**config.mk**
```make
export PLATFORM = sky130hd
export DESIGN_NAME = dhsl_cfg
export DESIGN_NICKNAME = d
export VERILOG_FILES = /design/src/design/dhsl_pkg.sv /design/src/design/dhsl_cfg.sv
export SDC_FILE = /design/constraint.sdc
export NUM_CORES = 1
export LEC_CHECK = 0
export BUFFER_PORTS_ARGS = -buffer_cell sky130_fd_sc_hd__buf_2
export CORE_MARGIN = 5
export CORE_UTILIZATION = 25
export DETAILED_ROUTE_END_ITERATION = 8
export SYNTH_ARGS = -nofsm -noshare
export SYNTH_HDL_FRONTEND = slang
export SYNTH_SLANG_ARGS = --single-unit
```
**constraint.sdc**
```tcl
create_clock -name clk -period 3.07 [get_ports clk]
set_input_delay 0.4605 -clock clk [delete_from_list [all_inputs] [get_ports clk]]
set_output_delay 0.4605 -clock clk [all_outputs]
set_load 0.01 [all_outputs]
```
**src/design/dhsl_pkg.sv**
```systemverilog
// Package for the deadband heartbeat sample logger: widths, register map, reset values, types.
package dhsl_pkg;

  // Lane and field widths
  localparam int MAX_LANES    = 8;
  localparam int CHANNELS_DEF = 8;
  localparam int SAMPLE_W     = 10;
  localparam int LEVEL_W      = 12;
  localparam int COUNT_W      = 16;
  localparam int DEADBAND_W   = 12;
  localparam int GAIN_W       = 14;

  // Scaling: raw * gain / 1000, the divide done as a reciprocal multiply.
  // floor(x * RECIP / 2^34) equals floor(x / 1000) for every x below 2^24.
  localparam int PROD_W   = SAMPLE_W + GAIN_W;
  localparam int RECIP_W  = 25;
  localparam int WIDE_W   = PROD_W + RECIP_W;
  localparam int DIV_SHIFT = 34;
  localparam int QUOT_W   = WIDE_W - DIV_SHIFT;
  localparam logic [RECIP_W-1:0] DIV_RECIP = 25'd17179870;
  localparam logic [LEVEL_W-1:0] LEVEL_MAX = 12'd4095;

  // APB register map
  localparam int ADDR_W = 5;
  localparam int DATA_W = 32;
  localparam logic [2:0] REG_ENABLE       = 3'd0;
  localparam logic [2:0] REG_MIN_INTERVAL = 3'd1;
  localparam logic [2:0] REG_MAX_INTERVAL = 3'd2;
  localparam logic [2:0] REG_DEADBAND     = 3'd3;
  localparam logic [2:0] REG_GAIN_MILLI   = 3'd4;

  // Reset values
  localparam logic                  RST_ENABLE       = 1'b1;
  localparam logic [COUNT_W-1:0]    RST_MIN_INTERVAL = 16'd60;
  localparam logic [COUNT_W-1:0]    RST_MAX_INTERVAL = 16'd180;
  localparam logic [DEADBAND_W-1:0] RST_DEADBAND     = 12'd3;
  localparam logic [GAIN_W-1:0]     RST_GAIN_MILLI   = 14'd3931;
  localparam logic [LEVEL_W-1:0]    RST_LAST_LOGGED  = 12'd255;

  typedef struct packed {
    logic                  enable;
    logic [COUNT_W-1:0]    min_interval;
    logic [COUNT_W-1:0]    max_interval;
    logic [DEADBAND_W-1:0] deadband;
    logic [GAIN_W-1:0]     gain_milli;
  } cfg_t;

  // Load strobes for the two lane stages
  typedef struct packed {
    logic ld1;
    logic ld2;
  } lane_ctl_t;

  typedef logic [MAX_LANES-1:0][LEVEL_W-1:0] level_vec_t;

endpackage

```
**src/design/dhsl_cfg.sv**
```systemverilog
// APB register file holding the logger configuration.
module dhsl_cfg (
  input  logic                          clk,
  input  logic                          rst,
  input  logic                          psel,
  input  logic                          penable,
  input  logic                          pwrite,
  input  logic [dhsl_pkg::ADDR_W-1:0]   paddr,
  input  logic [dhsl_pkg::DATA_W-1:0]   pwdata,
  output logic [dhsl_pkg::DATA_W-1:0]   prdata,
  output logic                          pready,
  output dhsl_pkg::cfg_t                cfg
);

  logic       wr_en;
  logic [2:0] reg_idx;

  assign pready  = 1'b1;
  assign wr_en   = psel & penable & pwrite;
  assign reg_idx = paddr[4:2];

  // Register writes
  always_ff @(posedge clk) begin
    if (rst) begin
      cfg.enable       <= dhsl_pkg::RST_ENABLE;
      cfg.min_interval <= dhsl_pkg::RST_MIN_INTERVAL;
      cfg.max_interval <= dhsl_pkg::RST_MAX_INTERVAL;
      cfg.deadband     <= dhsl_pkg::RST_DEADBAND;
      cfg.gain_milli   <= dhsl_pkg::RST_GAIN_MILLI;
    end else if (wr_en) begin
      case (reg_idx)
        dhsl_pkg::REG_ENABLE:       cfg.enable       <= pwdata[0];
        dhsl_pkg::REG_MIN_INTERVAL: cfg.min_interval <= pwdata[15:0];
        dhsl_pkg::REG_MAX_INTERVAL: cfg.max_interval <= pwdata[15:0];
        dhsl_pkg::REG_DEADBAND:     cfg.deadband     <= pwdata[11:0];
        dhsl_pkg::REG_GAIN_MILLI:   cfg.gain_milli   <= pwdata[13:0];
        default: ;
      endcase
    end
  end

  // Read-back mux
  always_comb begin
    case (reg_idx)
      dhsl_pkg::REG_ENABLE:       prdata = {31'd0, cfg.enable};
      dhsl_pkg::REG_MIN_INTERVAL: prdata = {16'd0, cfg.min_interval};
      dhsl_pkg::REG_MAX_INTERVAL: prdata = {16'd0, cfg.max_interval};
      dhsl_pkg::REG_DEADBAND:     prdata = {20'd0, cfg.deadband};
      dhsl_pkg::REG_GAIN_MILLI:   prdata = {18'd0, cfg.gain_milli};
      default:                    prdata = '0;
    endcase
  end

endmodule

```
Yosys cells after proc, flatten, opt, wreduce, memory -nomap -nowiden

Index checks and enable logic that the tools add are counted.

Output and inout bits: 92
Register bits after elaboration: 59

Equality and inequality tests: 4
Muxes and demuxes: 1
Bitwise logic cells: 2
Reduce and logical (&&, ||, !) cells: 6

Operators by type and width:

| operator             | number |
|---|---|
| $pmux W16 S5         | 1 |
| $reduce_and A2 Y1    | 5 |
| $eq A3 B2 Y1 const B | 2 |
| $eq A3 B1 Y1 const B | 1 |
| $eq A3 B3 Y1 const B | 1 |
| $logic_not A3 Y1     | 1 |
| $and A1 B1 Y1        | 2 |

Logic depth before layout (Yosys ltp)

Word-level depth: 3
Depth in mapped cells: 6
Gate-level depth less buffers: 3

Least setup slack after synthesis

No wires, ideal clock.

Path kind: input-to-output
Start: input paddr[2] (netlist bit)
End: output prdata[11] (netlist bit)
Setup slack: 1.152 ns
Cell stages on the path: 5
Required time: 2.609 ns
Arrival time: 1.457 ns
Path buffers: 2
Cells stage by stage: buf_6 nor2b_1 buf_2 a22oi_1 o21ai_0

Word-level cells in the longest chain between the ends: 2

RTL lines:

| element                              | line           | RTL |
|---|---|---|
| start, declared                      | dhsl_cfg.sv:8  | `input logic [dhsl_pkg::ADDR_W-1:0] paddr,` |
| $eq A3 B3 Y1 (tied with other cells) | dhsl_cfg.sv:44 | `case (reg_idx)` |
| $pmux W16 S5 (*)                     | dhsl_cfg.sv:44 |  |
| end, declared                        | dhsl_cfg.sv:10 | `output logic [dhsl_pkg::DATA_W-1:0] prdata,` |

Mark *: on every way between the ends. The rest lies on a longest branch, timed or not.

Worst setup path after layout

Start: input paddr[3] (netlist bit)
End: output prdata[4] (netlist bit)

Same word-level chain as after synthesis.

==> impl_summary.txt <==
----------------------------------------------------
[Run status]
  Outcome ... finished clean

[Logic synthesis]
  Yosys warning total ... 0
  #FFs+latches synth ... 59
  Number of instances in the synthesized netlist ... 347
  Area of the mapped netlist ... 0.003034 sq mm
  Sequential element share of the synthesized area ... 38.93%
  Avg Synthesized Cell Area ... a little under 9 sq um
  Yosys cell types ... 27

[Global route]
  Antenna violations before repair ... 0
  Largest net degree at the start of global routing ... 46
  Via count of the first global-routing pass ... 2775
  Congestion Overflow GR ... 0
  Global-route usage over all layers ... ~14%
  Global-route wire length before repair ... between 15 and 20 mm

[Layout]
  Layout filler cell count ... 1260
  Fraction of layout instances using a drive strength above 1 ... between 30% and 40%
  Final nets ... roughly 480
  Synthesis-to-layout area growth ... 28.00%
  Flip-flop count of the largest register, all copies and words added ... slightly below 60
  Core utilization of the finished layout ... between 30% and 40%
  Number of non-filler instances in the completed layout ... 592
  Reg with most FFs ... cfg
  Biggest regs ... cfg: 59 flops
  Number of inserted diodes ... 0

[Placement]
  Cells after DPL ... 576
  Post-DP HPWL ... 7.062 mm
  Port bufs ... 98
  Worst-case setup slack after placement ... 758.2 ps
  Global placement routability congestion ... 0.7856

[Clocking]
  Clock transition at path regs ... 50 ps
  Post-CTS Repair Setup Buffers ... 0
  TritonCTS clock tree ... done
  Latest clock arrival within the worst-skew pair ... approximately 330 ps
  Total of cells resized after clock tree synthesis ... 0
  Inserted Clock Buffers ... 9
  H-tree depth ... 3
  Number of sinks handled by clock tree synthesis ... 59
  CTS Buffer Depth ... 2
  Root buffer cell ... sky130_fd_sc_hd__clkbuf_16
  Hold bufs inserted after CTS ... 0

[Timing]
  Number of endpoints with negative hold slack in the final report ... 0
  Time the final worst path needs with I/O delays and setup ... 2330 ps
  Setup TNS ... 0 ps
  Final Skew ... 0 ps
  Max-slew headroom ... 35.34%
  Maximum clock frequency ... 429.1 MHz
  Fin crit share ... between 70% and 80%
  Crit path setup slack, layout ... 739.7 ps
  Max Transition Viols Final ... 0
  Slew of the pin with the lowest slew margin ... 969.9 ps
  Final-report setup violation count ... 0
  Unrepaired setup endpoints after global routing ... false

[Worst hold path]
  Worst hold path depth ... 3
  Hold Path End ... cfg[11]
  Class of the worst hold path ... primary input to flop
  Hold_sp ... pwdata[11]

[Floorplanning]
  Die Span Y ... roughly 120 um
  Top-level port count ... 134
  Area enclosed by the die boundary ... 0.01444 sq mm
  Effective utilization at floorplan ... 25.37%
  Number of cell rows ... 40
  Core Region ... 0.01196 sq mm
  Width of the chip ... 120.2 um

[Power and ir drop]
  Combinational power share ... ~9.0%
  Power density over the cells ... about 490 mW/mm^2
  Internal Dissipation ... 1422 uW
  Switching power ... 465.3 uW
  Sequential Power Share ... about 40%
  Switching part of the total ... 24.66%
  Leak pwr ... 0.001763 uW
  Clock share of power ... 49.8%
  Peak ir drop on the vdd network ... 0.2640 mV

[Setup path]
  Worst r2r dst ... cfg[32]
  Crit start category ... primary input
  Worst-path fanout max ... 14
  Startpoint of the most critical register-to-register path ... cfg[32]
  Worst Setup Path Type ... primary input to primary output
  Number of cell instances on the worst register-to-register path ... 3
  Required time of the critical path ... 2610 ps
  Data arrival time of the critical path ... 1870 ps
  Setup slack on the worst flop-to-flop path ... ~2300 ps
  Sort of element at the end of the critical path ... primary output

[Routing]
  Average wire length per cell after detail routing ... 16.82 um
  Antenna-violating nets left ... 0
  Final routed wirelength across all metal layers ... 9.960 mm
  Vias ... roughly 2.7k
  Residual DRC ... 0
  Number of vias per cell ... 4.586
  Drt initial violations ... 127
  Router iterations before antenna repair ... 5

[Run]
  Max Cap Viol ... 0

----------------------------------------------------
-- cells in the mapped netlist, drive strengths merged --
cell | instances | area share [%]
mux2i | 39 | 13
nand4b | 1 | 0.78
nor3b | 2 | 0.66
nand2 | 14 | 1.7
nand2b | 34 | 7.0
dfxtp | 59 | 39
or3 | 1 | 0.21
nand4 | 1 | 0.41
o21ai | 58 | 9.6
clkbuf | 17 | 2.1
conb | 2 | 0.25
nor2 | 36 | 4.5
or2 | 2 | 0.41
a22oi | 15 | 3.7
nor2b | 24 | 4.9
o21a | 1 | 0.25
nor3 | 2 | 0.33
mux2 | 11 | 4.1
or3b | 1 | 0.29
o22ai | 1 | 0.21
buf | 26 | 6.8
-- how the worst max path moves through the flow --
stage          startpoint          to  slack, ps  cells past startpoint
6_report         paddr[3]   prdata[4]        740                      6
5_1_grt          paddr[3]   prdata[7]        630                      6
4_1_cts          paddr[3]  prdata[11]        750                      6
3_5_place_dp     paddr[3]   prdata[2]        760                      6
3_3_place_gp     paddr[3]   prdata[2]        770                      6
2_1_floorplan    paddr[2]  prdata[11]       1150                      5
-- logic make-up after synthesis --
| family | share of synthesized area (%) |
|---|---|
| simple gates | 21.24 |
| compound gates | 13.73 |
| flops | 38.93 |
| mux | 16.95 |
| buf+inv | 8.907 |
| other cells | 0.2475 |
-- routing by layer --
layer / global-route usage [%] / wire (um)
met1: 17.10 / 4385
met2: 22.80 / 4704
met3: 4.383 / 713
met4: 5.369 / 157
met5: 0 / 0
-- per-stage QoR --
stage	hold WS [ps]	area (sq um)	total power, uW
after floorplan	502.3	3090	908.9
after detailed placement	479.6	3602	964.9
after global placement	473.9	3602	962.6
final	407.1	3884	1887
after CTS	395.3	3884	1911
after global routing	409.8	3884	1962
-- power by group through the flow --
stage                     Combinational (uW)  Sequential, uW  Clock, uW
after global placement                   170             792          0
after global routing                     188             777        997
after floorplan                          114             795          0
after detailed placement                 172             793          0
after CTS                                173             777        962
final                                    171             777        940
-- critical path, stage by stage --
cell	delay [ps]
sky130_fd_sc_hd__buf_2	350
sky130_fd_sc_hd__buf_4	270
sky130_fd_sc_hd__mux2_2	340
sky130_fd_sc_hd__a22oi_1	150
sky130_fd_sc_hd__o21ai_0	120
sky130_fd_sc_hd__buf_2	180
-- cell usage in the layout, fill, tap and decap left out --
cell type / instances
sky130_fd_sc_hd__buf_2: 98
sky130_fd_sc_hd__dfxtp_1: 59
sky130_fd_sc_hd__o21ai_0: 57
sky130_fd_sc_hd__mux2i_1: 39
sky130_fd_sc_hd__nor2_1: 36
sky130_fd_sc_hd__nand2b_1: 34
sky130_fd_sc_hd__nor2b_1: 24
sky130_fd_sc_hd__conb_1: 17
sky130_fd_sc_hd__a22oi_1: 15
sky130_fd_sc_hd__nand2_1: 14
sky130_fd_sc_hd__mux2_2: 11
sky130_fd_sc_hd__buf_4: 11
sky130_fd_sc_hd__clkbuf_16: 9
sky130_fd_sc_hd__nor3b_2: 2
sky130_fd_sc_hd__nor3_1: 2
sky130_fd_sc_hd__or2_2: 2
sky130_fd_sc_hd__clkbuf_8: 2
sky130_fd_sc_hd__clkinvlp_4: 2
sky130_fd_sc_hd__clkinv_2: 2
sky130_fd_sc_hd__o22ai_1: 1
sky130_fd_sc_hd__o21a_1: 1
sky130_fd_sc_hd__nand4_2: 1
sky130_fd_sc_hd__nand4b_4: 1
sky130_fd_sc_hd__o21ai_1: 1
sky130_fd_sc_hd__or3b_1: 1
sky130_fd_sc_hd__or3_1: 1
sky130_fd_sc_hd__clkbuf_1: 1
sky130_fd_sc_hd__buf_12: 1
-- final cells by class --
cell class | instances | area, sq um | area share (%)
repair buffers | 110 | 593.1 | 15.27
well taps | 147 | 183.9 | 4.736
clock inverters | 4 | 25.02 | 0.6443
multi-input cells | 260 | 1644 | 42.33
flip-flops and latches | 59 | 1181 | 30.41
clock buffers | 12 | 256.5 | 6.604
No activity file was read; power rests on OpenSTA's default activity.
