==> src/design/dhsl_pkg.sv <==
// Package for the deadband heartbeat sample logger: widths, register map, reset values, types.
package dhsl_pkg;

  // Lane and field widths
  localparam int MAX_LANES    = 8;
  localparam int CHANNELS_DEF = 8;
  localparam int SAMPLE_W     = 10;
  localparam int LEVEL_W      = 12;
  localparam int COUNT_W      = 16;
  localparam int DEADBAND_W   = 12;
  localparam int GAIN_W       = 14;

  // Scaling: raw * gain / 1000, the divide done as a reciprocal multiply.
  // floor(x * RECIP / 2^34) equals floor(x / 1000) for every x below 2^24.
  localparam int PROD_W   = SAMPLE_W + GAIN_W;
  localparam int RECIP_W  = 25;
  localparam int WIDE_W   = PROD_W + RECIP_W;
  localparam int DIV_SHIFT = 34;
  localparam int QUOT_W   = WIDE_W - DIV_SHIFT;
  localparam logic [RECIP_W-1:0] DIV_RECIP = 25'd17179870;
  localparam logic [LEVEL_W-1:0] LEVEL_MAX = 12'd4095;

  // APB register map
  localparam int ADDR_W = 5;
  localparam int DATA_W = 32;
  localparam logic [2:0] REG_ENABLE       = 3'd0;
  localparam logic [2:0] REG_MIN_INTERVAL = 3'd1;
  localparam logic [2:0] REG_MAX_INTERVAL = 3'd2;
  localparam logic [2:0] REG_DEADBAND     = 3'd3;
  localparam logic [2:0] REG_GAIN_MILLI   = 3'd4;

  // Reset values
  localparam logic                  RST_ENABLE       = 1'b1;
  localparam logic [COUNT_W-1:0]    RST_MIN_INTERVAL = 16'd60;
  localparam logic [COUNT_W-1:0]    RST_MAX_INTERVAL = 16'd180;
  localparam logic [DEADBAND_W-1:0] RST_DEADBAND     = 12'd3;
  localparam logic [GAIN_W-1:0]     RST_GAIN_MILLI   = 14'd3931;
  localparam logic [LEVEL_W-1:0]    RST_LAST_LOGGED  = 12'd255;

  typedef struct packed {
    logic                  enable;
    logic [COUNT_W-1:0]    min_interval;
    logic [COUNT_W-1:0]    max_interval;
    logic [DEADBAND_W-1:0] deadband;
    logic [GAIN_W-1:0]     gain_milli;
  } cfg_t;

  // Load strobes for the two lane stages
  typedef struct packed {
    logic ld1;
    logic ld2;
  } lane_ctl_t;

  typedef logic [MAX_LANES-1:0][LEVEL_W-1:0] level_vec_t;

endpackage

==> src/design/dhsl_lane.sv <==
// One channel lane: gain multiply, divide by 1000 via reciprocal, saturate.
module dhsl_lane (
  input  logic                            clk,
  input  dhsl_pkg::lane_ctl_t             ctl,
  input  logic [dhsl_pkg::SAMPLE_W-1:0]   sample,
  input  logic [dhsl_pkg::GAIN_W-1:0]     gain_milli,
  output logic [dhsl_pkg::LEVEL_W-1:0]    level
);

  logic [dhsl_pkg::PROD_W-1:0] prod;
  logic [dhsl_pkg::WIDE_W-1:0] wide;
  logic [dhsl_pkg::QUOT_W-1:0] quot;

  // Stage 1: raw * gain
  always_ff @(posedge clk) begin
    if (ctl.ld1) begin
      prod <= dhsl_pkg::PROD_W'(sample) * dhsl_pkg::PROD_W'(gain_milli);
    end
  end

  // Stage 2: reciprocal multiply, then clamp to full scale
  assign wide = dhsl_pkg::WIDE_W'(prod) * dhsl_pkg::WIDE_W'(dhsl_pkg::DIV_RECIP);
  assign quot = wide[dhsl_pkg::WIDE_W-1:dhsl_pkg::DIV_SHIFT];

  always_ff @(posedge clk) begin
    if (ctl.ld2) begin
      if (quot > dhsl_pkg::QUOT_W'(dhsl_pkg::LEVEL_MAX)) begin
        level <= dhsl_pkg::LEVEL_MAX;
      end else begin
        level <= quot[dhsl_pkg::LEVEL_W-1:0];
      end
    end
  end

endmodule

==> config.mk <==
export PLATFORM = sky130hd
export DESIGN_NAME = dhsl_lane
export DESIGN_NICKNAME = d
export VERILOG_FILES = /design/src/design/dhsl_pkg.sv /design/src/design/dhsl_lane.sv
export SDC_FILE = /design/constraint.sdc
export NUM_CORES = 1
export LEC_CHECK = 0
export BUFFER_PORTS_ARGS = -buffer_cell sky130_fd_sc_hd__clkbuf_2
export CAP_MARGIN = 5
export CORE_UTILIZATION = 55
export CTS_CLUSTER_DIAMETER = 120
export CTS_CLUSTER_SIZE = 12
export DETAILED_ROUTE_END_ITERATION = 16
export HOLD_SLACK_MARGIN = 0.1
export PLACE_DENSITY = 0.76
export SETUP_SLACK_MARGIN = 0.2
export SKIP_LAST_GASP = 1
export SLEW_MARGIN = 15
export SYNTH_ARGS = -nofsm -noshare
export SYNTH_HDL_FRONTEND = slang
export SYNTH_SLANG_ARGS = --single-unit
==> constraint.sdc <==
create_clock -name clk -period 6.37 [get_ports clk]
set_clock_uncertainty 0.1 [all_clocks]
set_input_delay 0.3185 -clock clk [delete_from_list [all_inputs] [get_ports clk]]
set_output_delay 0.3185 -clock clk [all_outputs]
set_load 0.05 [all_outputs]
Yosys cells after proc, flatten, opt, wreduce, memory -nomap -nowiden
Cells that the tools add are included.
Operators by class
  multiply operators: 2
  order comparisons: 1
Operators with widths (number)
  multiplier 24 x 24 -> 48 bit, second input constant: 1
  multiplier 10 x 14 -> 24 bit: 1
  greater-than comparator 15 x 12 -> 1 bit, second input constant: 1
Storage, ports and cells
  register bits after elaboration: 36
  bits of input ports: 27
  output and inout port bits: 12
  logic and storage cells: 5

Logic depth before layout (Yosys ltp)
Gate-level depths: netlist of run 1.
  depth after elaboration: 2
  depth in mapped cells: 24
  depth with buffers taken out: 23

Worst setup path after synthesis of run 1
OpenSTA, ideal clock, no wires.
  path type: register to register
  start point: register prod[15] (netlist bit)
  end point: register level[8] (netlist bit), data pin
  arrival: 6.125 ns
  data required time: 6.002 ns
  setup slack: -0.123 ns
  cell stages (with the launch flop): 24
  buffers on the path: 1
  period minus slack after synthesis: 6.493 ns
  path through: edfxtp_1 -> fa_1 -> inv_1 -> fa_1 -> inv_1 -> ha_1 -> inv_1 -> fa_1 -> fa_1 -> inv_1 -> fa_1 -> inv_1 -> fa_1 -> inv_1 -> ha_1 -> and4_1 -> a221oi_1 -> o22ai_1 -> o2111ai_1 -> a311oi_1 -> o41a_1 -> a21oi_1 -> buf_2 -> o21ai_1
Between the ends
  longest elaborated chain between the ends: 2
Ends and longest elaborated chain
  from (decl): line dhsl_lane.sv:10  | logic [dhsl_pkg::PROD_W-1:0] prod;
  from (signal assigned): line dhsl_lane.sv:17  | prod <= dhsl_pkg::PROD_W'(sample) * dhsl_pkg::PROD_W'(gain_milli);
  multiplier 24 x 24 -> 48 bit *: line dhsl_lane.sv:22  | assign wide = dhsl_pkg::WIDE_W'(prod) * dhsl_pkg::WIDE_W'(dhsl_pkg::DIV_RECIP);
  greater-than comparator 15 x 12 -> 1 bit: line dhsl_lane.sv:27  | if (quot > dhsl_pkg::QUOT_W'(dhsl_pkg::LEVEL_MAX)) begin
  to (signal assigned): line dhsl_lane.sv:28  | level <= dhsl_pkg::LEVEL_MAX;
  to (signal assigned): line dhsl_lane.sv:30  | level <= quot[dhsl_pkg::LEVEL_W-1:0];
  to (decl): line dhsl_lane.sv:7  | output logic [dhsl_pkg::LEVEL_W-1:0] level
Mark *: on every way between the ends. The rest lies on a longest branch, timed or not.
A chain may end at the register's enable or synchronous reset.

Worst setup path in the final report of run 1
  start point: register prod[21] (netlist bit)
  end point: register level[0] (netlist bit), data pin
The elaborated chain is that of the path after synthesis.

==> metrics.log, run 1 <==
[metrics] Relative slew margins: 58.70%
[metrics] status: complete, but fails checks
[metrics] vias post-DR: 10,280
[metrics] clock tree sinks: 36
[metrics] layout overhead on the synthesized area: 13.27%
[metrics] Layout Cell Area excl Fill: about 0.016 sq mm
[metrics] startpoint type of the worst setup path: flip-flop
[metrics] TNS Setup: -3325 ps
[metrics] hold_ws: around 380 ps
[metrics] antenna violations before repair: 0
[metrics] WL final: about 33,000 um
[metrics] fraction of synthesis flops using an asynchronous set or reset pin: 0%
[metrics] vias in the first global route: approximately 12,000
[metrics] routed wire length per instance: 17.32 um
[metrics] worst hold path class: primary input to flip-flop
[metrics] fin nets: about 2,200
[metrics] CP max-delay cell: sky130_fd_sc_hd__fa_1
[metrics] average footprint of a synthesized cell: approximately 10 sq um
[metrics] number of enable-type register cells in the synthesized netlist: 36
[metrics] residual antenna-violating net count after detailed routing: 0
[metrics] Highest Signal Layer: met4
[metrics] clk root buf: sky130_fd_sc_hd__clkbuf_16
[metrics] number of instances in the synthesized netlist: around 1,500
[metrics] maximum capacitance violations: 0
[metrics] width of the die: around 160 um
[metrics] post-synthesis net count: 2,075
[metrics] CTS tree: done
[metrics] violated checks: setup timing
[metrics] DR WL met3: ~1300 um
[metrics] top cells by instance count after synthesis: sky130_fd_sc_hd__inv_1, sky130_fd_sc_hd__ha_1, sky130_fd_sc_hd__fa_1, sky130_fd_sc_hd__nand2_1, sky130_fd_sc_hd__and2_1
[metrics] total track usage: between 20% and 30%
[metrics] HPWL after detailed placement: 26,600 um
[metrics] Area after DPL: ~0.016 sq mm
[metrics] Final period util: 104.7%
[metrics] Die Y-Extent: 163.7 um
[metrics] first-pass GRT wire length: about 56,000 um
[metrics] final period demand of the worst path: between 6000 and 7000 ps
[metrics] number of library cell types mapped by synthesis: 53
[metrics] DRC Markers: 0
[metrics] max-slew violation count: 0
[metrics] count of buffers inserted at the top-level ports: 38
[metrics] Critical Path RT: between 6000 and 7000 ps
[metrics] setup slack of the critical path after layout: -298.3 ps
[metrics] count leader, synth: sky130_fd_sc_hd__inv_1
[metrics] leading register cell type out of synthesis: sky130_fd_sc_hd__edfxtp_1
[metrics] initial core utilization: 56.59%
[metrics] RePlAce Congestion: 0.9119
[metrics] utilization of the core after routing: between 60 and 70%
[metrics] number of setup violations in the final report: 12
[metrics] worst stage delay on the critical path: about 540 ps
[metrics] Worst Path Class, Setup: flip-flop to flip-flop
[metrics] I/O pin count: 39
[metrics] final antenna diode count: 0
[metrics] achievable frequency: roughly 0.15 GHz
[metrics] unrepaired setup endpoints after global routing: true
[metrics] transition time at the pin with the least slew margin: just over 600 ps
[metrics] sum of met2 wire segment lengths after detailed routing: roughly 16,000 um
[metrics] fill cell total of the finished layout: 1,960
[metrics] clock-pin slew on the worst setup and hold paths: 60 ps
[metrics] maximum level of the CTS H-tree: 2
[metrics] Ys Warns: 0
[metrics] cell type with the highest occurrence count on the critical path: sky130_fd_sc_hd__fa_1
[metrics] maximum buffer depth of the clock tree: 2
[metrics] total iterations of the first detailed-routing run: 5
[metrics] sequential-to-total area share from yosys stat: 7.522%
[metrics] number of buffers and inverters on the critical path: 9
[metrics] Arrival @ worst endpoint: about 6600 ps
[metrics] number of standard-cell rows in the floorplan: 58
[metrics] post-synthesis cell type with the largest combined area: sky130_fd_sc_hd__fa_1
[metrics] clock buffers created by TritonCTS: 5
[metrics] drt first-iter violations: 444
[metrics] critical path peak fanout: 5
[metrics] sum of overflow across all layers after global routing: 0
[metrics] type of element capturing the critical path: flip-flop
[metrics] share of cells above drive strength 1: 15.28%
[metrics] number of synthesized register bits: 36
[metrics] count of hold buffers inserted by post-cts repair: 0
[metrics] Hold Violations, Final: 0
[metrics] Synth top area share: between 30 and 40%
[metrics] Mapped Area: between 0.01 and 0.015 sq mm
[metrics] largest net degree at the start of global routing: 25
[metrics] Die ar.: about 0.027 sq mm
[metrics] standard cell core area: 0.02540 sq mm
[metrics] total routed wire length on the met1 layer: 14,010 um
[metrics] latest clock arrival within the worst-skew pair: slightly below 300 ps
[metrics] detail-routed via count per cell: roughly 5.4
[metrics] CP delay by family, top: adder cells
[metrics] largest cells by area after synthesis: sky130_fd_sc_hd__fa_1, sky130_fd_sc_hd__ha_1, sky130_fd_sc_hd__inv_1
-- state kept, by name, summed over array words and instances, names as in the netlist --
signal and count:
prod 24, level 12
-- final cells by class --
cell class	count	area, sq um	share of cell area, %
multi-input cells	951	11920	73.21
inverters	454	1704	10.47
well taps	330	412.9	2.536
flip-flops and latches	36	1081	6.641
clock buffers	6	128.9	0.7916
repair buffers	142	1028	6.318
clock inverters	1	5.005	0.03074
-- through the flow --
stage                     worst slack [ps]  cells
after floorplan                      81.79   1465
after global placement              -366.3   1882
after detailed placement            -501.4   1882
after CTS                           -83.94   1914
after global routing                -506.5   1920
final                               -298.3   1920
-- cell usage in the layout, fill, tap and decap left out, drive strengths merged, types with 7 or more instances in the layout --
cell,instances
inv,454
ha,314
fa,269
nand2,113
buf,104
and2,57
clkbuf,44
edfxtp,36
a21oi,32
o21ai,20
xnor2,19
a21o,18
nor2,13
nand3,12
a211oi,8
o21bai,7
-- final timing paths --
check | start | end | slack (ps) | depth (start not counted)
worst max-delay path | prod[21] | level[0] | -300 | 26
worst min-delay path | ctl[0] | level[0] | 380 | 1
worst max register to register | prod[21] | level[0] | -300 | 26
worst min register to register | prod[23] | level[7] | 950 | 4
-- kinds of logic after synthesis --
kind of cell	Yosys count	synth area share, %
XOR/XNOR	25	1.523
AND/OR/NAND/NOR	223	7.469
AO/OA/AOI/OAI	120	6.190
adder cells (fa/ha/maj)	583	64.80
buffers and inverters	478	12.49
flip-flops	36	7.522
-- layer usage --
metal | global-route usage [%] | vias to the layer above
met5 | 0 | -
li1 | - | 4765
met4 | 11.41 | 0
met2 | 47.38 | 264
met1 | 33.39 | 5163
met3 | 2.412 | 88
-- worst reg2reg max path, cell delays in order, from the launching register on --
cell                        delay, ps
sky130_fd_sc_hd__edfxtp_1         420
sky130_fd_sc_hd__buf_6            150
sky130_fd_sc_hd__buf_6            110
sky130_fd_sc_hd__ha_1             280
sky130_fd_sc_hd__inv_1             70
sky130_fd_sc_hd__fa_1             530
sky130_fd_sc_hd__inv_2             60
sky130_fd_sc_hd__ha_4             270
sky130_fd_sc_hd__inv_1             50
sky130_fd_sc_hd__fa_1             520
sky130_fd_sc_hd__inv_2             40
sky130_fd_sc_hd__fa_1             490
sky130_fd_sc_hd__fa_1             540
sky130_fd_sc_hd__inv_2             40
sky130_fd_sc_hd__fa_1             490
sky130_fd_sc_hd__inv_2             50
sky130_fd_sc_hd__ha_4             230
sky130_fd_sc_hd__a21oi_2          150
sky130_fd_sc_hd__o21ai_2           80
sky130_fd_sc_hd__a311oi_2         250
sky130_fd_sc_hd__o22ai_2          170
sky130_fd_sc_hd__o2111ai_4        270
sky130_fd_sc_hd__a311oi_2         160
sky130_fd_sc_hd__o41a_1           500
sky130_fd_sc_hd__a21oi_4          220
sky130_fd_sc_hd__buf_6            160
sky130_fd_sc_hd__nand2_2           40
-- repair_timing --
item | CTS | global route
endpoints found under the setup margin | 12 | 12
buffers inserted | 25 | 6
pin swaps | 55 | 10
endpoints found under the hold margin | 0 | 0
resized for setup | 63 | 17
Power of run 1 is left out: the tool's default activity adds up to more than one toggle a clock period on the data nets, which glitch-free logic cannot reach.
==> run 2: changes to the inputs <==
RECOVER_POWER = 25   (was not set)
==> run 2 against run 1 <==
Effect of this change: the run still ends with setup timing left; global-route usage unchanged; die area unchanged; worst setup slack about the same; clock-buffer cell count unchanged; final cell count unchanged; non-clock buffer count unchanged.
==> metrics.log, run 2 (synthesized netlist as in run 1, its figures left out) <==
[metrics] standard cell core area: 0.02540 sq mm
[metrics] Arrival @ worst endpoint: between 6000 and 7000 ps
[metrics] I/O pin count: 39
[metrics] clock tree sinks: 36
[metrics] Final period util: 104.7%
[metrics] latest clock arrival within the worst-skew pair: around 290 ps
[metrics] maximum buffer depth of the clock tree: 2
[metrics] first-pass GRT wire length: roughly 56,000 um
[metrics] total iterations of the first detailed-routing run: 5
[metrics] layout overhead on the synthesized area: 13.24%
[metrics] status: complete, but fails checks
[metrics] width of the die: about 160 um
[metrics] number of standard-cell rows in the floorplan: 58
[metrics] routed wire length per instance: about 17 um
[metrics] largest net degree at the start of global routing: 25
[metrics] total track usage: between 20% and 30%
[metrics] DRC Markers: 0
[metrics] clock-pin slew on the worst setup and hold paths: about 60 ps
[metrics] transition time at the pin with the least slew margin: between 1000 and 1500 ps
[metrics] Critical Path RT: 6320 ps
[metrics] clk root buf: sky130_fd_sc_hd__clkbuf_16
[metrics] TNS Setup: -3327 ps
[metrics] Die ar.: between 0.02 and 0.03 sq mm
[metrics] number of placed instances, taps included: 1,882
[metrics] sum of overflow across all layers after global routing: 0
[metrics] worst hold path class: primary input to flip-flop
[metrics] maximum capacitance violations: 0
[metrics] registers with the most flip-flops: prod x24, level x12
[metrics] Relative slew margins: roughly 11%
[metrics] CTS tree: done
[metrics] type of element capturing the critical path: flip-flop
[metrics] max-slew violation count: 0
[metrics] antenna violations before repair: 0
[metrics] final antenna diode count: 0
[metrics] violated checks: setup timing
[metrics] fin nets: roughly 2,200
[metrics] number of setup violations in the final report: 12
[metrics] WL final: 33,260 um
[metrics] vias post-DR: 10,280
[metrics] unrepaired setup endpoints after global routing: true
[metrics] drt first-iter violations: between 400 and 500
[metrics] setup slack of the critical path after layout: -298.2 ps
[metrics] final period demand of the worst path: between 6000 and 7000 ps
[metrics] startpoint type of the worst setup path: flip-flop
[metrics] residual antenna-violating net count after detailed routing: 0
[metrics] Worst Path Class, Setup: flip-flop to flip-flop
[metrics] vias in the first global route: around 12,000
[metrics] RePlAce Congestion: ~0.91
[metrics] clock buffers created by TritonCTS: 5
[metrics] critical path peak fanout: 5
[metrics] Hold Violations, Final: 0
[metrics] most frequent cells in the layout: sky130_fd_sc_hd__inv_1, sky130_fd_sc_hd__ha_1, sky130_fd_sc_hd__fa_1
[metrics] detail-routed via count per cell: around 5.4
[metrics] max reg flops: 24
[metrics] achievable frequency: 0.1500 GHz
[metrics] HPWL after detailed placement: between 20,000 and 30,000 um
[metrics] post-layout instance count excluding filler cells: 1,920
[metrics] count of buffers inserted at the top-level ports: 38
[metrics] initial core utilization: roughly 57%
[metrics] most frequent standard cell in the layout excluding fill and tap cells: sky130_fd_sc_hd__inv_1
[metrics] Largest Register: prod
[metrics] share of cells above drive strength 1: approximately 15%
[metrics] maximum level of the CTS H-tree: 2
[metrics] Die Y-Extent: between 150 and 200 um
==> run 2: cell types whose count changed in the layout (fill, tap and decap cells not counted) <==
cell / previous run / this run
sky130_fd_sc_hd__clkbuf_1: 1 / 4
sky130_fd_sc_hd__clkbuf_2: 38 / 35
==> run 2: through the flow <==
step                      utilization, %  hold WS [ps]  area (sq um)  setup WS (ps)
after detailed placement           61.24         668.0         15550         -501.4
final                              64.08         450.1         16280         -298.2
after global placement             61.24         647.6         15550         -366.3
after CTS                          63.72         372.0         16180         -83.94
after floorplan                        -         331.0         14490          81.79
after global routing               64.08         464.5         16280         -506.5
==> run 2: timing repair <==
action / in CTS / in global routing
pin swaps: 55 / 10
resized for setup: 63 / 17
buffers inserted: 25 / 6
setup endpoints to repair: 12 / 12
endpoints found under the hold margin: 0 / 0
hold buffers: 0 / 0
==> run 2: per-layer routing <==
layer  vias to the layer above  wire length (um)  track usage, %
li1                       4765                 -               -
met1                      5161             14040           33.39
met4                         0              1449           11.41
met5                         -                 0               0
met3                        88              1334           2.412
met2                       262             16440           47.38
==> run 2: path summary, 6_finish.rpt <==
check	startpoint	slack, ps	depth (start not counted)	to
setup reg to reg	prod[21]	-300	26	level[0]
hold / removal	gain_milli[0]	450	2	prod[0]
hold reg to reg	prod[23]	950	4	level[7]
setup / recovery	prod[21]	-300	26	level[0]
==> run 2: worst max-delay path, stage by stage (launching register included) <==
cell and delay (ps):
sky130_fd_sc_hd__edfxtp_1 420, sky130_fd_sc_hd__buf_6 150, sky130_fd_sc_hd__buf_6 110, sky130_fd_sc_hd__ha_1 280, sky130_fd_sc_hd__inv_1 70, sky130_fd_sc_hd__fa_1 530
sky130_fd_sc_hd__inv_2 60, sky130_fd_sc_hd__ha_4 270, sky130_fd_sc_hd__inv_1 50, sky130_fd_sc_hd__fa_1 520, sky130_fd_sc_hd__inv_2 40, sky130_fd_sc_hd__fa_1 490
sky130_fd_sc_hd__fa_1 540, sky130_fd_sc_hd__inv_2 40, sky130_fd_sc_hd__fa_1 490, sky130_fd_sc_hd__inv_2 50, sky130_fd_sc_hd__ha_4 230, sky130_fd_sc_hd__a21oi_2 150
sky130_fd_sc_hd__o21ai_2 70, sky130_fd_sc_hd__a311oi_2 250, sky130_fd_sc_hd__o22ai_2 170, sky130_fd_sc_hd__o2111ai_4 270, sky130_fd_sc_hd__a311oi_2 160, sky130_fd_sc_hd__o41a_1 500
sky130_fd_sc_hd__a21oi_4 220, sky130_fd_sc_hd__buf_6 160, sky130_fd_sc_hd__nand2_2 40
==> run 2: layout make-up <==
class                           instances  area (sq um)
Multi-Input combinational cell        951         11920
Fill cell                            1961          9124
Inverter                              454          1704
Sequential cell                        36          1081
Timing Repair Buffer                  142          1025
Tap cell                              330         412.9
Clock buffer                            6         128.9
Clock inverter                          1         5.005
Power of run 2 is left out for the same reason.
