## src/design/dhsl_pkg.sv

```systemverilog
// Package for the deadband heartbeat sample logger: widths, register map, reset values, types.
package dhsl_pkg;

  // Lane and field widths
  localparam int MAX_LANES    = 8;
  localparam int CHANNELS_DEF = 8;
  localparam int SAMPLE_W     = 10;
  localparam int LEVEL_W      = 12;
  localparam int COUNT_W      = 16;
  localparam int DEADBAND_W   = 12;
  localparam int GAIN_W       = 14;

  // Scaling: raw * gain / 1000, the divide done as a reciprocal multiply.
  // floor(x * RECIP / 2^34) equals floor(x / 1000) for every x below 2^24.
  localparam int PROD_W   = SAMPLE_W + GAIN_W;
  localparam int RECIP_W  = 25;
  localparam int WIDE_W   = PROD_W + RECIP_W;
  localparam int DIV_SHIFT = 34;
  localparam int QUOT_W   = WIDE_W - DIV_SHIFT;
  localparam logic [RECIP_W-1:0] DIV_RECIP = 25'd17179870;
  localparam logic [LEVEL_W-1:0] LEVEL_MAX = 12'd4095;

  // APB register map
  localparam int ADDR_W = 5;
  localparam int DATA_W = 32;
  localparam logic [2:0] REG_ENABLE       = 3'd0;
  localparam logic [2:0] REG_MIN_INTERVAL = 3'd1;
  localparam logic [2:0] REG_MAX_INTERVAL = 3'd2;
  localparam logic [2:0] REG_DEADBAND     = 3'd3;
  localparam logic [2:0] REG_GAIN_MILLI   = 3'd4;

  // Reset values
  localparam logic                  RST_ENABLE       = 1'b1;
  localparam logic [COUNT_W-1:0]    RST_MIN_INTERVAL = 16'd60;
  localparam logic [COUNT_W-1:0]    RST_MAX_INTERVAL = 16'd180;
  localparam logic [DEADBAND_W-1:0] RST_DEADBAND     = 12'd3;
  localparam logic [GAIN_W-1:0]     RST_GAIN_MILLI   = 14'd3931;
  localparam logic [LEVEL_W-1:0]    RST_LAST_LOGGED  = 12'd255;

  typedef struct packed {
    logic                  enable;
    logic [COUNT_W-1:0]    min_interval;
    logic [COUNT_W-1:0]    max_interval;
    logic [DEADBAND_W-1:0] deadband;
    logic [GAIN_W-1:0]     gain_milli;
  } cfg_t;

  // Load strobes for the two lane stages
  typedef struct packed {
    logic ld1;
    logic ld2;
  } lane_ctl_t;

  typedef logic [MAX_LANES-1:0][LEVEL_W-1:0] level_vec_t;

endpackage

```

## src/design/dhsl_if.sv

```systemverilog


interface dhsl_record_if;
  logic        valid;
  logic        ready;
  logic [11:0] level_0;
  logic [11:0] level_1;
  logic [11:0] level_2;
  logic [11:0] level_3;
  logic [11:0] level_4;
  logic [11:0] level_5;
  logic [11:0] level_6;
  logic [11:0] level_7;

  modport source (
    output valid, level_0, level_1, level_2, level_3, level_4, level_5,
           level_6, level_7,
    input  ready
  );
  modport sink (
    input  valid, level_0, level_1, level_2, level_3, level_4, level_5,
           level_6, level_7,
    output ready
  );
endinterface

```

## src/design/dhsl_merge.sv

```systemverilog
// Merge stage: interval counter, deadband check across lanes, record register.
module dhsl_merge #(
  parameter int CHANNELS = dhsl_pkg::CHANNELS_DEF
) (
  input  logic                   clk,
  input  logic                   rst,
  input  dhsl_pkg::cfg_t         cfg,
  input  logic                   fire,
  input  dhsl_pkg::level_vec_t   levels,
  output logic                   out_free,
  dhsl_record_if.source          record
);

  logic [dhsl_pkg::COUNT_W-1:0] seconds_count;
  logic [dhsl_pkg::COUNT_W-1:0] count_inc;
  logic [dhsl_pkg::LEVEL_W-1:0] last_logged [CHANNELS];
  logic [CHANNELS-1:0]          lane_moved;
  logic                         force_rec;
  logic                         past_min;
  logic                         emit;
  logic                         out_valid;
  dhsl_pkg::level_vec_t         out_levels;

  // Per-lane deadband compare against the last logged value
  for (genvar i = 0; i < CHANNELS; i++) begin : g_cmp
    logic [dhsl_pkg::LEVEL_W-1:0] diff;
    assign diff = (levels[i] > last_logged[i]) ? levels[i] - last_logged[i]
                                               : last_logged[i] - levels[i];
    assign lane_moved[i] = (diff >= cfg.deadband);
  end

  // Record decision
  assign count_inc = seconds_count + 16'd1;
  assign force_rec = (count_inc >= cfg.max_interval);
  assign past_min  = (count_inc >= cfg.min_interval);
  assign emit      = force_rec | (past_min & (|lane_moved));
  assign out_free  = ~out_valid | record.ready;

  // Interval counter and logged values
  always_ff @(posedge clk) begin
    if (rst) begin
      seconds_count <= '0;
      for (int i = 0; i < CHANNELS; i++) begin
        last_logged[i] <= dhsl_pkg::RST_LAST_LOGGED;
      end
    end else if (fire) begin
      if (emit) begin
        seconds_count <= '0;
        for (int i = 0; i < CHANNELS; i++) begin
          last_logged[i] <= levels[i];
        end
      end else begin
        seconds_count <= count_inc;
      end
    end
  end

  // Output register
  always_ff @(posedge clk) begin
    if (rst) begin
      out_valid <= 1'b0;
    end else if (fire && emit) begin
      out_valid <= 1'b1;
    end else if (record.ready) begin
      out_valid <= 1'b0;
    end
  end

  always_ff @(posedge clk) begin
    if (fire && emit) begin
      out_levels <= levels;
    end
  end

  assign record.valid   = out_valid;
  assign record.level_0 = out_levels[0];
  assign record.level_1 = out_levels[1];
  assign record.level_2 = out_levels[2];
  assign record.level_3 = out_levels[3];
  assign record.level_4 = out_levels[4];
  assign record.level_5 = out_levels[5];
  assign record.level_6 = out_levels[6];
  assign record.level_7 = out_levels[7];

  // Checks
  a_emit_clears: assert property (@(posedge clk) disable iff (rst)
    fire && emit |=> seconds_count == '0)
    else $error("counter not cleared after record");

  a_emit_shows: assert property (@(posedge clk) disable iff (rst)
    fire && emit |=> record.valid)
    else $error("record not presented after emit");

  a_count_step: assert property (@(posedge clk) disable iff (rst)
    fire && !emit |=> seconds_count == 16'($past(seconds_count) + 16'd1))
    else $error("counter did not step by one");

  a_count_hold: assert property (@(posedge clk) disable iff (rst)
    !fire |=> $stable(seconds_count))
    else $error("counter moved without an item");

endmodule

```

## src/flat_wrapper.sv

```systemverilog
// flat-port wrapper written by rule: the top's interface ports become plain ports
module dhsl_merge_flat 
#(
  parameter int CHANNELS = dhsl_pkg::CHANNELS_DEF
)
  (clk, rst, cfg, fire, levels, out_free, record_valid, record_level_0, record_level_1, record_level_2, record_level_3, record_level_4, record_level_5, record_level_6, record_level_7, record_ready);
  dhsl_record_if record_i ();
  input  logic clk;
  input  logic rst;
  input  dhsl_pkg::cfg_t cfg;
  input  logic fire;
  input  dhsl_pkg::level_vec_t levels;
  output logic out_free;
  output wire logic [$bits(record_i.valid)-1:0] record_valid;
  output wire logic [$bits(record_i.level_0)-1:0] record_level_0;
  output wire logic [$bits(record_i.level_1)-1:0] record_level_1;
  output wire logic [$bits(record_i.level_2)-1:0] record_level_2;
  output wire logic [$bits(record_i.level_3)-1:0] record_level_3;
  output wire logic [$bits(record_i.level_4)-1:0] record_level_4;
  output wire logic [$bits(record_i.level_5)-1:0] record_level_5;
  output wire logic [$bits(record_i.level_6)-1:0] record_level_6;
  output wire logic [$bits(record_i.level_7)-1:0] record_level_7;
  input wire logic [$bits(record_i.ready)-1:0] record_ready;
  assign record_valid = record_i.valid;
  assign record_level_0 = record_i.level_0;
  assign record_level_1 = record_i.level_1;
  assign record_level_2 = record_i.level_2;
  assign record_level_3 = record_i.level_3;
  assign record_level_4 = record_i.level_4;
  assign record_level_5 = record_i.level_5;
  assign record_level_6 = record_i.level_6;
  assign record_level_7 = record_i.level_7;
  assign record_i.ready = record_ready;
  dhsl_merge #(.CHANNELS(CHANNELS)) u_core (.clk(clk), .rst(rst), .cfg(cfg), .fire(fire), .levels(levels), .out_free(out_free), .record(record_i));
endmodule
```

## config.mk

```make
export PLATFORM = sky130hd
export DESIGN_NAME = dhsl_merge_flat
export DESIGN_NICKNAME = d
export VERILOG_FILES = /design/src/design/dhsl_pkg.sv /design/src/design/dhsl_if.sv /design/src/design/dhsl_merge.sv /design/src/flat_wrapper.sv
export SDC_FILE = /design/constraint.sdc
export NUM_CORES = 1
export LEC_CHECK = 0
export BUFFER_PORTS_ARGS = -buffer_cell sky130_fd_sc_hd__clkbuf_2
export CAP_MARGIN = 10
export CORE_MARGIN = 1.5
export CORE_UTILIZATION = 30
export CTS_BUF_LIST = sky130_fd_sc_hd__clkbuf_16
export CTS_CLUSTER_SIZE = 25
export DETAILED_ROUTE_END_ITERATION = 16
export PLACE_DENSITY_LB_ADDON = 0.25
export SLEW_MARGIN = 0
export SYNTH_ARGS = -nofsm -noshare
export SYNTH_HDL_FRONTEND = slang
export SYNTH_SLANG_ARGS = --single-unit
```

## constraint.sdc

```tcl
create_clock -name clk -period 9.5 [get_ports clk]
set_input_delay 0.475 -clock clk [delete_from_list [all_inputs] [get_ports clk]]
set_output_delay 0.475 -clock clk [all_outputs]
set_load 0.02 [all_outputs]
```

* After elaboration in Yosys (flattened, before gate mapping)
Memory sizes are Yosys's and may differ from the RTL's.
Index checks and enable logic that the tools add are counted.
** Word-level totals
- Input bits :: 159
- Output and inout port bits :: 98
- RAM bits :: 96
- Memories :: 1
- Bits in registers :: 113
** Memories
- u_core.last_logged :: words 8, width 12, rd ports 8, clocked after memory_dff 0, wr ports 8, line dhsl_merge.sv:16 : logic [dhsl_pkg::LEVEL_W-1:0] last_logged [CHANNELS];
** Operators by class
- Multiplexer cells :: 25
- $add $sub $neg :: 17
- $lt $le $gt $ge :: 18
- Reduce and logical (&&, ||, !) cells :: 3
- Bitwise operators :: 12
** Operators with widths (number)
- $mux 12 :: 16
- $sub 12x12->12 :: 16
- $ge 12x12->1 :: 8
- $gt 12x12->1 :: 8
- $ge 16x16->1 :: 2
- $add 16x1->16 const B :: 1
- $mux 16 :: 1
- $or 1x1->1 :: 10
- $mux 1 :: 8
- $reduce_or 8->1 :: 1
- $reduce_bool 2->1 :: 1
- $and 1x1->1 :: 1
- $logic_and 1x1->1 :: 1
- $not 1->1 :: 1

* Depth between registers and ports, before layout
Gate-level depths: netlist (run 1).
- Depth in word-level cells :: 11
- Gate-level depth with buffers :: 26
- Depth with buffers taken out :: 24

* Worst setup path before layout (run 1)
No wires, ideal clock.
- Path type :: in2reg
- Start point :: input port levels[48] in the netlist's numbering
- End point :: register u_core.out_levels, in the netlist u_core.record.level_0[0] (enable)
- Arrival time :: 7.018 ns
- Required time :: 9.001 ns
- Path slack :: 1.984 ns
- Path buffers :: 1
- Cell stages on the path :: 23
- Path through :: inv_1 > ha_1 > inv_1 > fa_1 > a21o_1 > a21oi_1 > o21ai_1 > and3_1 > a21oi_4 > mux2_2 > o21a_1 > a311o_1 > xor2_1 > ha_1 > a222oi_1 > o211ai_1 > nor3_1 > nand4_1 > nor4_1 > a41o_1 > a21o_1 > inv_2 > clkbuf_1
** On the way
- Longest elaborated chain between the ends :: 7
** Ends and longest elaborated chain
- from (decl) :: line flat_wrapper.sv:12 : input dhsl_pkg::level_vec_t levels;
- $sub 12x12->12 (tied with other cells) :: line dhsl_merge.sv:28 : : last_logged[i] - levels[i];
- $mux 12 * :: line dhsl_merge.sv:27 : assign diff = (levels[i] > last_logged[i]) ? levels[i] - last_logged[i]
- $ge 12x12->1 * :: line dhsl_merge.sv:29 : assign lane_moved[i] = (diff >= cfg.deadband);
- $reduce_or 8->1 * :: line dhsl_merge.sv:36 : assign emit = force_rec | (past_min & (|lane_moved));
- $and 1x1->1 * :: line dhsl_merge.sv:36
- $or 1x1->1 * :: line dhsl_merge.sv:36
- $logic_and 1x1->1 * :: line dhsl_merge.sv:70 : if (fire && emit) begin
- to (signal assigned) :: line dhsl_merge.sv:71 : out_levels <= levels;
- to (decl) :: line dhsl_merge.sv:22 : dhsl_pkg::level_vec_t out_levels;
Mark *: on every way between the ends. The rest lies on a longest branch, timed or not.
A chain may end at the register's enable or synchronous reset.

==> results of run 1 <==
==> path summary, 6_finish.rpt <==
| path | start | endpoint | slack [ps] |
|---|---|---|---|
| worst min register to register | u_core.record.valid | u_core.record.valid | 510 |
| worst min-delay path | levels[47] | u_core.record.level_3[11] | 110 |
| worst max register to register | u_core.last_logged[1][0] | u_core.record.level_1[8] | 2130 |
| worst max-delay path | u_core.last_logged[1][0] | u_core.record.level_1[8] | 2130 |
==> sequential cells by signal (all words and copies together), names as in the netlist <==
register               flops
u_core.last_logged        96
u_core.seconds_count      16
u_core.record.level_0     12
u_core.record.level_1     12
u_core.record.level_2     12
u_core.record.level_3     12
u_core.record.level_4     12
u_core.record.level_5     12
u_core.record.level_6     12
u_core.record.level_7     12
u_core.record.valid        1
==> per-layer routing <==
metal / global-route usage / up-vias / routed length [µm]
met5: 0 / - / 31
met4: 0.04035 / 6 / 1108
met3: 0.02723 / 70 / 2462
met2: 0.2717 / 287 / 23840
met1: 0.2106 / 6871 / 23460
li1: - / 7222 / -
==> final cells by class <==
cell class                      count  share of cell area
Sequential cell                   209              0.2863
Tap cell                          782             0.04587
Multi-Input combinational cell   1357              0.5163
Clock inverter                     24            0.007156
Antenna cell                        2           0.0002346
Clock buffer                       29             0.03402
Timing Repair Buffer              249             0.05936
Inverter                          288             0.05080
==> Yosys cell counts, types with 17 or more instances <==
cell type and count:
sky130_fd_sc_hd__inv_1 286, sky130_fd_sc_hd__dfxtp_1 17, sky130_fd_sc_hd__nand3_1 23, sky130_fd_sc_hd__or2_2 17, sky130_fd_sc_hd__nand4_1 43, sky130_fd_sc_hd__nor2b_1 21
sky130_fd_sc_hd__edfxtp_1 192, sky130_fd_sc_hd__xor2_1 41, sky130_fd_sc_hd__mux2_2 20, sky130_fd_sc_hd__nor2_1 56, sky130_fd_sc_hd__and2_1 18, sky130_fd_sc_hd__ha_1 313
sky130_fd_sc_hd__a21o_1 106, sky130_fd_sc_hd__clkbuf_1 30, sky130_fd_sc_hd__nor3_1 61, sky130_fd_sc_hd__a21oi_1 127, sky130_fd_sc_hd__nand2b_1 18, sky130_fd_sc_hd__nand2_1 113
sky130_fd_sc_hd__mux2i_1 42, sky130_fd_sc_hd__a211oi_1 23, sky130_fd_sc_hd__xnor2_1 62, sky130_fd_sc_hd__o21ai_0 42, sky130_fd_sc_hd__o21bai_1 19
==> power groups by stage <==
stage               Clock, mW  Combinational, mW  Sequential (mW)
floorplan                   0              0.549             1.04
global placement            0              0.761             1.04
detailed placement          0              0.777             1.04
CTS                      1.08              0.782             1.02
global route             1.11              0.871             1.03
finish                   1.04              0.772             1.02
==> per-stage QoR <==
stage,instance area (µm²),cells,util
CTS,21330,2938,0.3527
floorplan,18380,1901,-
finish,21330,2940,0.3527
global placement,20450,2885,0.3381
detailed placement,20450,2885,0.3381
global route,21330,2939,0.3527
==> cell families (layout without fill, tap and decap cells) <==
kind of cell / after synthesis / in the layout / share of synthesized area
AOI/OAI and AO/OA: 438 / 438 / 0.1638
xor gates and xnor gates: 103 / 103 / 0.04909
adders and majority gates: 329 / 329 / 0.2305
buffers and inverters: 335 / 590 / 0.06958
DFF: 209 / 209 / 0.3322
muxes: 66 / 66 / 0.03779
other: 0 / 2 / 0
and+or+nand+nor: 421 / 421 / 0.1170
==> flow_metrics.env, run 1 <==
export IMPL_cts_buffers_inserted=29
export IMPL_antenna_violating_nets_post_route=0
export IMPL_status="completed"
export IMPL_grt_pass1_vias=14700
export IMPL_synth_largest_area_cell="sky130_fd_sc_hd__edfxtp_1"
export IMPL_setup_tns_ps=0
export IMPL_clkPwrFrac=0.366
export IMPL_p_switching_mw=0.8902
export IMPL_grt_setup_unrepaired="false"
export IMPL_number_of_antenna_violations_at_the_first_check_in_global_routing=6
export IMPL_post_route_period_util=0.7756
export IMPL_total_die_area_mm2=0.06275
export IMPL_rows=90
export IMPL_core_mm2=0.06047
export IMPL_pre_cts_slack_ps=1911
export IMPL_synth_area_leaders="sky130_fd_sc_hd__edfxtp_1 31%, sky130_fd_sc_hd__ha_1 21%, sky130_fd_sc_hd__inv_1 5.8%, sky130_fd_sc_hd__a21o_1 4.3%, sky130_fd_sc_hd__a21oi_1 3.5%"
export IMPL_fin_ws_ps=2132
export IMPL_arrival_time_worst_endpoint_ps=7570
export IMPL_path_cells="ha_1, inv_1, fa_1, a21oi_1, o21bai_1, a221oi_1, o22ai_1, buf_4, a311o_1, a311oi_2, o22ai_1, o21ai_1, xor2_1, ha_1, a21oi_1, o22ai_1, nor3_1, nand4_1, nor4_1, a41o_1, a21o_1, buf_4, inv_4, buf_4"
export IMPL_place_congestion=0.8628
export IMPL_syn_avg_cell_area_um2=9.667
export IMPL_setup_worst_path_class="reg2reg"
export IMPL_worst_path_max_fanout=59
export IMPL_finalHoldViolCount=0
export IMPL_pwr_density_cell_mw_per_mm2=132.9
export IMPL_synth_yosys_seq_area_share=0.3322
export IMPL_worst_r2r_cell_count=24
export IMPL_clock_pin_transition_on_the_worst_setup_and_hold_timing_paths_ps=60
export IMPL_globalRouteOverflowTotal=0
export IMPL_detail_route_iter0_violations=680
export IMPL_period_needed_ps=7368
export IMPL_cts_repair_resize_count=0
export IMPL_die_h_um=250.5
export IMPL_dp_final_hpwl_um=39010
export IMPL_route_detailed_drc=0
export IMPL_cts_tree="yes"
export IMPL_yosys_area_top_type_share=0.3137
export IMPL_hold_worst_slack_ps=110.6
export IMPL_power_frac_seq=0.362
export IMPL_clock_skew_ps=16.95
export IMPL_synth_edf_count=192
export IMPL_grt_use_total=0.1603
export IMPL_post_synth_inst_count=1901
export IMPL_grt_start_max_net_pins=64
export IMPL_vdd_drop_max_mv=0.1172
export IMPL_fillers=6144
export IMPL_slew_limit_fails=0
export IMPL_critPathCaptureType="register"
export IMPL_cts_htree_levels=1
export IMPL_worstHoldPathCells=1
export IMPL_die_span_in_x_um=250.5
export IMPL_drt_pass1_iter_count=5
export IMPL_multi_input_area_mm2=0.01101
export IMPL_synthesis_nets=2389
export IMPL_min_delay_path_class="in2reg"
export IMPL_totalPowerFinal_mw=2.835
export IMPL_max_cap_viol_count=0
export IMPL_ys_flop_type="sky130_fd_sc_hd__edfxtp_1"
export IMPL_yosys_register_bits=209
export IMPL_critical_path_top_delay_family="compound AO/OA/AOI/OAI gates"
export IMPL_via_per_inst=4.917
export IMPL_routed_via_count=14460
export IMPL_mostFrequentLayoutCells="313 x sky130_fd_sc_hd__ha_1, 297 x sky130_fd_sc_hd__inv_1, 241 x sky130_fd_sc_hd__clkbuf_2"
export IMPL_clock_insertion_delay_worst_skew_ps=590
export IMPL_netlist_area_mm2=0.01838
export IMPL_switching_share=0.3140
export IMPL_final_common_cell="sky130_fd_sc_hd__ha_1"
export IMPL_timing_worst_slew_pin_value_ps=977.8
export IMPL_post_cts_buffers=0
export IMPL_place_port_buffers=241
export IMPL_power_internal_mw=1.945
export IMPL_layout_nets=2622
export IMPL_ctsHoldBuffers=0
export IMPL_critical_path_cell_count=24
export IMPL_area_growth_pct=16.07
export IMPL_leakagePower_nw=10.38
export IMPL_clock_fmax_mhz=135.7
export IMPL_worst_endpoint_required_ps=9700
export IMPL_worst_path_max_stage_delay_ps=560
export IMPL_wire_per_inst_um=17.31
export IMPL_starting_utilization_of_the_core_area=0.3039
export IMPL_synth_cell_type_count=83
export IMPL_cts_sinks=209
export IMPL_drt_wl_total_um=50900
export IMPL_post_route_cells_drive_above_1_share=0.1642
export IMPL_timing_slew_headroom=0.3443
export IMPL_wire_length_of_the_first_global_routing_pass_um=80130
export IMPL_start_kind="register"
export IMPL_pin_count=257
export IMPL_clockBufferDepth=3
export IMPL_clk_root_buffer_cell="sky130_fd_sc_hd__clkbuf_16"
export IMPL_synthArstFlopShare=0
export IMPL_critPathSlowestCell="sky130_fd_sc_hd__a221oi_1"
export IMPL_sequential_cell_area_mm2=0.006106
export IMPL_yosysWarnings=0
export IMPL_worstPathBufferInverterCount=5
export IMPL_power_combinational_fraction=0.272
export IMPL_setup_violations_final=0
Note: power is estimated with default switching activity, not from simulation.
==> run 2: changes to the inputs <==
clock period = 6.35 ns   (was 9.5 ns; I/O delays follow)
==> run 2 against run 1 <==
Non-clock buffer count is 103 higher. Global-route usage is 0.25 points higher. Largest power group unchanged. Register-to-register slack worse by 1600 ps. Clock power is 60% higher. Hold slack worse by 82 ps. Utilization is 1.9 points higher. Wire length is 2.1% higher. Count of clock-buffer cells in the layout stayed put. Sequential share of layout area is 1.4 points lower. Power is 56% higher. Largest cell class unchanged. Flip-flop and latch count stayed put. First-iteration DRC count is 2.5% lower. Highest routed layer unchanged.
==> flow_metrics.env, run 2 (same netlist as run 1, synthesis figures left out) <==
export IMPL_route_detailed_drc=0
export IMPL_area_growth_pct=22.22
export IMPL_wire_length_of_the_first_global_routing_pass_um=81450
export IMPL_critical_path_cell_count=26
export IMPL_min_delay_path_class="in2reg"
export IMPL_flip_flop_count_of_the_largest_register_all_copies_and_words_added=96
export IMPL_clock_insertion_delay_worst_skew_ps=580
export IMPL_detail_route_iter0_violations=663
export IMPL_critPathSlowestCell="sky130_fd_sc_hd__dlygate4sd3_1"
export IMPL_worst_path_max_stage_delay_ps=530
export IMPL_arrival_time_worst_endpoint_ps=6290
export IMPL_period_needed_ps=6032
export IMPL_cts_buffers_inserted=28
export IMPL_worst_endpoint_required_ps=6600
export IMPL_cts_htree_levels=1
export IMPL_die_h_um=250.5
export IMPL_setup_violations_final=0
export IMPL_power_frac_seq=0.348
export IMPL_clockBufferDepth=3
export IMPL_place_port_buffers=241
export IMPL_clock_pin_transition_on_the_worst_setup_and_hold_timing_paths_ps=60
export IMPL_vdd_drop_max_mv=0.1936
export IMPL_grt_setup_unrepaired="false"
export IMPL_power_internal_mw=3.079
export IMPL_grt_pass1_vias=15000
export IMPL_worstPathBufferInverterCount=5
export IMPL_dp_final_hpwl_um=39470
export IMPL_clk_root_buffer_cell="sky130_fd_sc_hd__clkbuf_16"
export IMPL_power_combinational_fraction=0.275
export IMPL_cp_startpoint="levels[84]"
export IMPL_globalRouteOverflowTotal=0
export IMPL_pin_count=257
export IMPL_wire_per_inst_um=17.11
export IMPL_timing_slew_headroom=0.4183
export IMPL_cts_sinks=209
export IMPL_timing_worst_slew_pin_value_ps=872.6
export IMPL_finalHoldViolCount=0
export IMPL_number_of_antenna_violations_at_the_first_check_in_global_routing=1
export IMPL_start_kind="input pin"
export IMPL_biggestRegsByFlops="u_core.last_logged x96, u_core.seconds_count x16"
export IMPL_critical_path_reg2reg_endpoint="u_core.last_logged[0][4]"
export IMPL_switching_share=0.3015
export IMPL_cts_tree="yes"
export IMPL_rows=90
export IMPL_drt_pass1_iter_count=5
export IMPL_reg2reg_setup_slack_ps=490
export IMPL_antenna_cells_inserted=0
export IMPL_slew_limit_fails=0
export IMPL_totalPowerFinal_mw=4.409
export IMPL_antenna_violating_nets_post_route=0
export IMPL_place_congestion=0.8845
export IMPL_grt_use_total=0.1628
export IMPL_grt_start_max_net_pins=73
export IMPL_post_route_period_util=0.9499
export IMPL_die_span_in_x_um=250.5
export IMPL_clock_fmax_mhz=165.8
export IMPL_rr_startpoint="u_core.last_logged[3][12]"
export IMPL_mostFrequentLayoutCells="313 x sky130_fd_sc_hd__ha_1, 291 x sky130_fd_sc_hd__inv_1, 241 x sky130_fd_sc_hd__clkbuf_2"
export IMPL_total_die_area_mm2=0.06275
export IMPL_worst_path_max_fanout=72
export IMPL_setup_tns_ps=0
export IMPL_regMostFlops="u_core.last_logged"
export IMPL_post_cts_buffers=0
export IMPL_core_mm2=0.06047
export IMPL_worst_r2r_cell_count=23
export IMPL_critical_path_top_delay_family="compound AO/OA/AOI/OAI gates"
export IMPL_routed_via_count=14730
export IMPL_leakagePower_nw=10.84
export IMPL_final_common_cell="sky130_fd_sc_hd__ha_1"
export IMPL_p_switching_mw=1.329
export IMPL_layout_nets=2724
export IMPL_post_route_cells_drive_above_1_share=0.1681
export IMPL_pwr_density_cell_mw_per_mm2=196.3
export IMPL_starting_utilization_of_the_core_area=0.3039
export IMPL_clkPwrFrac=0.378
export IMPL_drt_wl_total_um=51970
export IMPL_status="completed"
export IMPL_timing_critical_path_to="u_core.last_logged[0][4]"
export IMPL_via_per_inst=4.850
export IMPL_critPathCaptureType="register"
export IMPL_clock_skew_ps=34.37
export IMPL_fillers=6074
export IMPL_max_cap_viol_count=0
export IMPL_setup_worst_path_class="in2reg"
run 2: cell types whose count changed in the layout (fill, tap and decap cells not counted), moves of 3 or more:
cell                            change
sky130_fd_sc_hd__buf_12             +4
sky130_fd_sc_hd__bufinv_16          +3
sky130_fd_sc_hd__buf_4             +11
sky130_fd_sc_hd__inv_1              -6
sky130_fd_sc_hd__dlygate4sd3_1     +87
sky130_fd_sc_hd__clkinvlp_4         +3
sky130_fd_sc_hd__clkinv_1           -5
run 2: layout make-up:
cell class,count,area (µm²),area share
repair buffers,352,2311,0.1029
well taps,782,978.4,0.04356
clock buffers,29,725.7,0.03231
flip-flops and latches,209,6106,0.2718
clock inverters,20,231.5,0.01031
multi-input cells,1357,11030,0.4909
inverters,288,1084,0.04824
run 2: power groups by stage:
stage / logic (mW) / clock network [mW] / registers (mW)
after global routing: 1.36 / 1.77 / 1.53
after global placement: 1.15 / 0 / 1.56
after CTS: 1.22 / 1.73 / 1.53
after floorplan: 0.822 / 0 / 1.56
after detailed placement: 1.17 / 0 / 1.56
final: 1.21 / 1.66 / 1.53
run 2: worst min path at each step:
| stage | startpoint | end | slack, ps | cells after the start |
|---|---|---|---|---|
| floorplan | levels[0] | u_core.record.level_0[0] | 420 | 0 |
| global placement | levels[60] | u_core.record.level_5[0] | 540 | 1 |
| detailed placement | levels[12] | u_core.record.level_1[0] | 540 | 1 |
| CTS | levels[40] | u_core.record.level_3[4] | 2 | 1 |
| global route | levels[46] | u_core.record.level_3[10] | 10 | 1 |
| finish | levels[46] | u_core.record.level_3[10] | 30 | 1 |
run 2: metrics by stage:
step / setup slack, ps / area (µm²) / util / hold WS, ps / cells
finish: 318.2 / 22460 / 0.3714 / 28.91 / 3037
global route: 25.77 / 22460 / 0.3714 / 11.39 / 3037
CTS: 386.6 / 22440 / 0.3710 / 2.002 / 3036
detailed placement: 351.9 / 20620 / 0.3409 / 535.8 / 2901
global placement: 398.9 / 20620 / 0.3409 / 536.1 / 2901
floorplan: 17.29 / 18380 / - / 416.4 / 1901
run 2: routing by layer:
layer / wire [µm] / GRT usage / up-vias
met2: 24810 / 0.2824 / 279
met5: 8 / 0 / -
met3: 2134 / 0.02297 / 54
met1: 24200 / 0.2144 / 6963
li1: - / - / 7432
met4: 813 / 0.03342 / 2
run 2: repair_timing:
item	CTS	global route
hold endpoints to repair	86	1
setup endpoints to repair	0	53
hold buffers	86	1
gates resized for setup	0	3
run 2: worst reg2reg max path: stages (launching register included):
cell and delay, ps:
sky130_fd_sc_hd__edfxtp_1 350, sky130_fd_sc_hd__ha_1 170, sky130_fd_sc_hd__inv_1 60, sky130_fd_sc_hd__fa_1 400, sky130_fd_sc_hd__a21oi_1 140, sky130_fd_sc_hd__o21bai_1 140
sky130_fd_sc_hd__a221o_1 400, sky130_fd_sc_hd__a22oi_2 360, sky130_fd_sc_hd__mux2_1 380, sky130_fd_sc_hd__a221oi_1 300, sky130_fd_sc_hd__or2_1 150, sky130_fd_sc_hd__nand4_1 120
sky130_fd_sc_hd__xor2_1 180, sky130_fd_sc_hd__ha_1 220, sky130_fd_sc_hd__nor4_1 270, sky130_fd_sc_hd__and3_1 200, sky130_fd_sc_hd__o211ai_1 80, sky130_fd_sc_hd__nor3_1 310
sky130_fd_sc_hd__nand4_1 130, sky130_fd_sc_hd__nor4_1 300, sky130_fd_sc_hd__a41o_1 240, sky130_fd_sc_hd__a21o_1 290, sky130_fd_sc_hd__nand2b_4 90, sky130_fd_sc_hd__buf_12 250
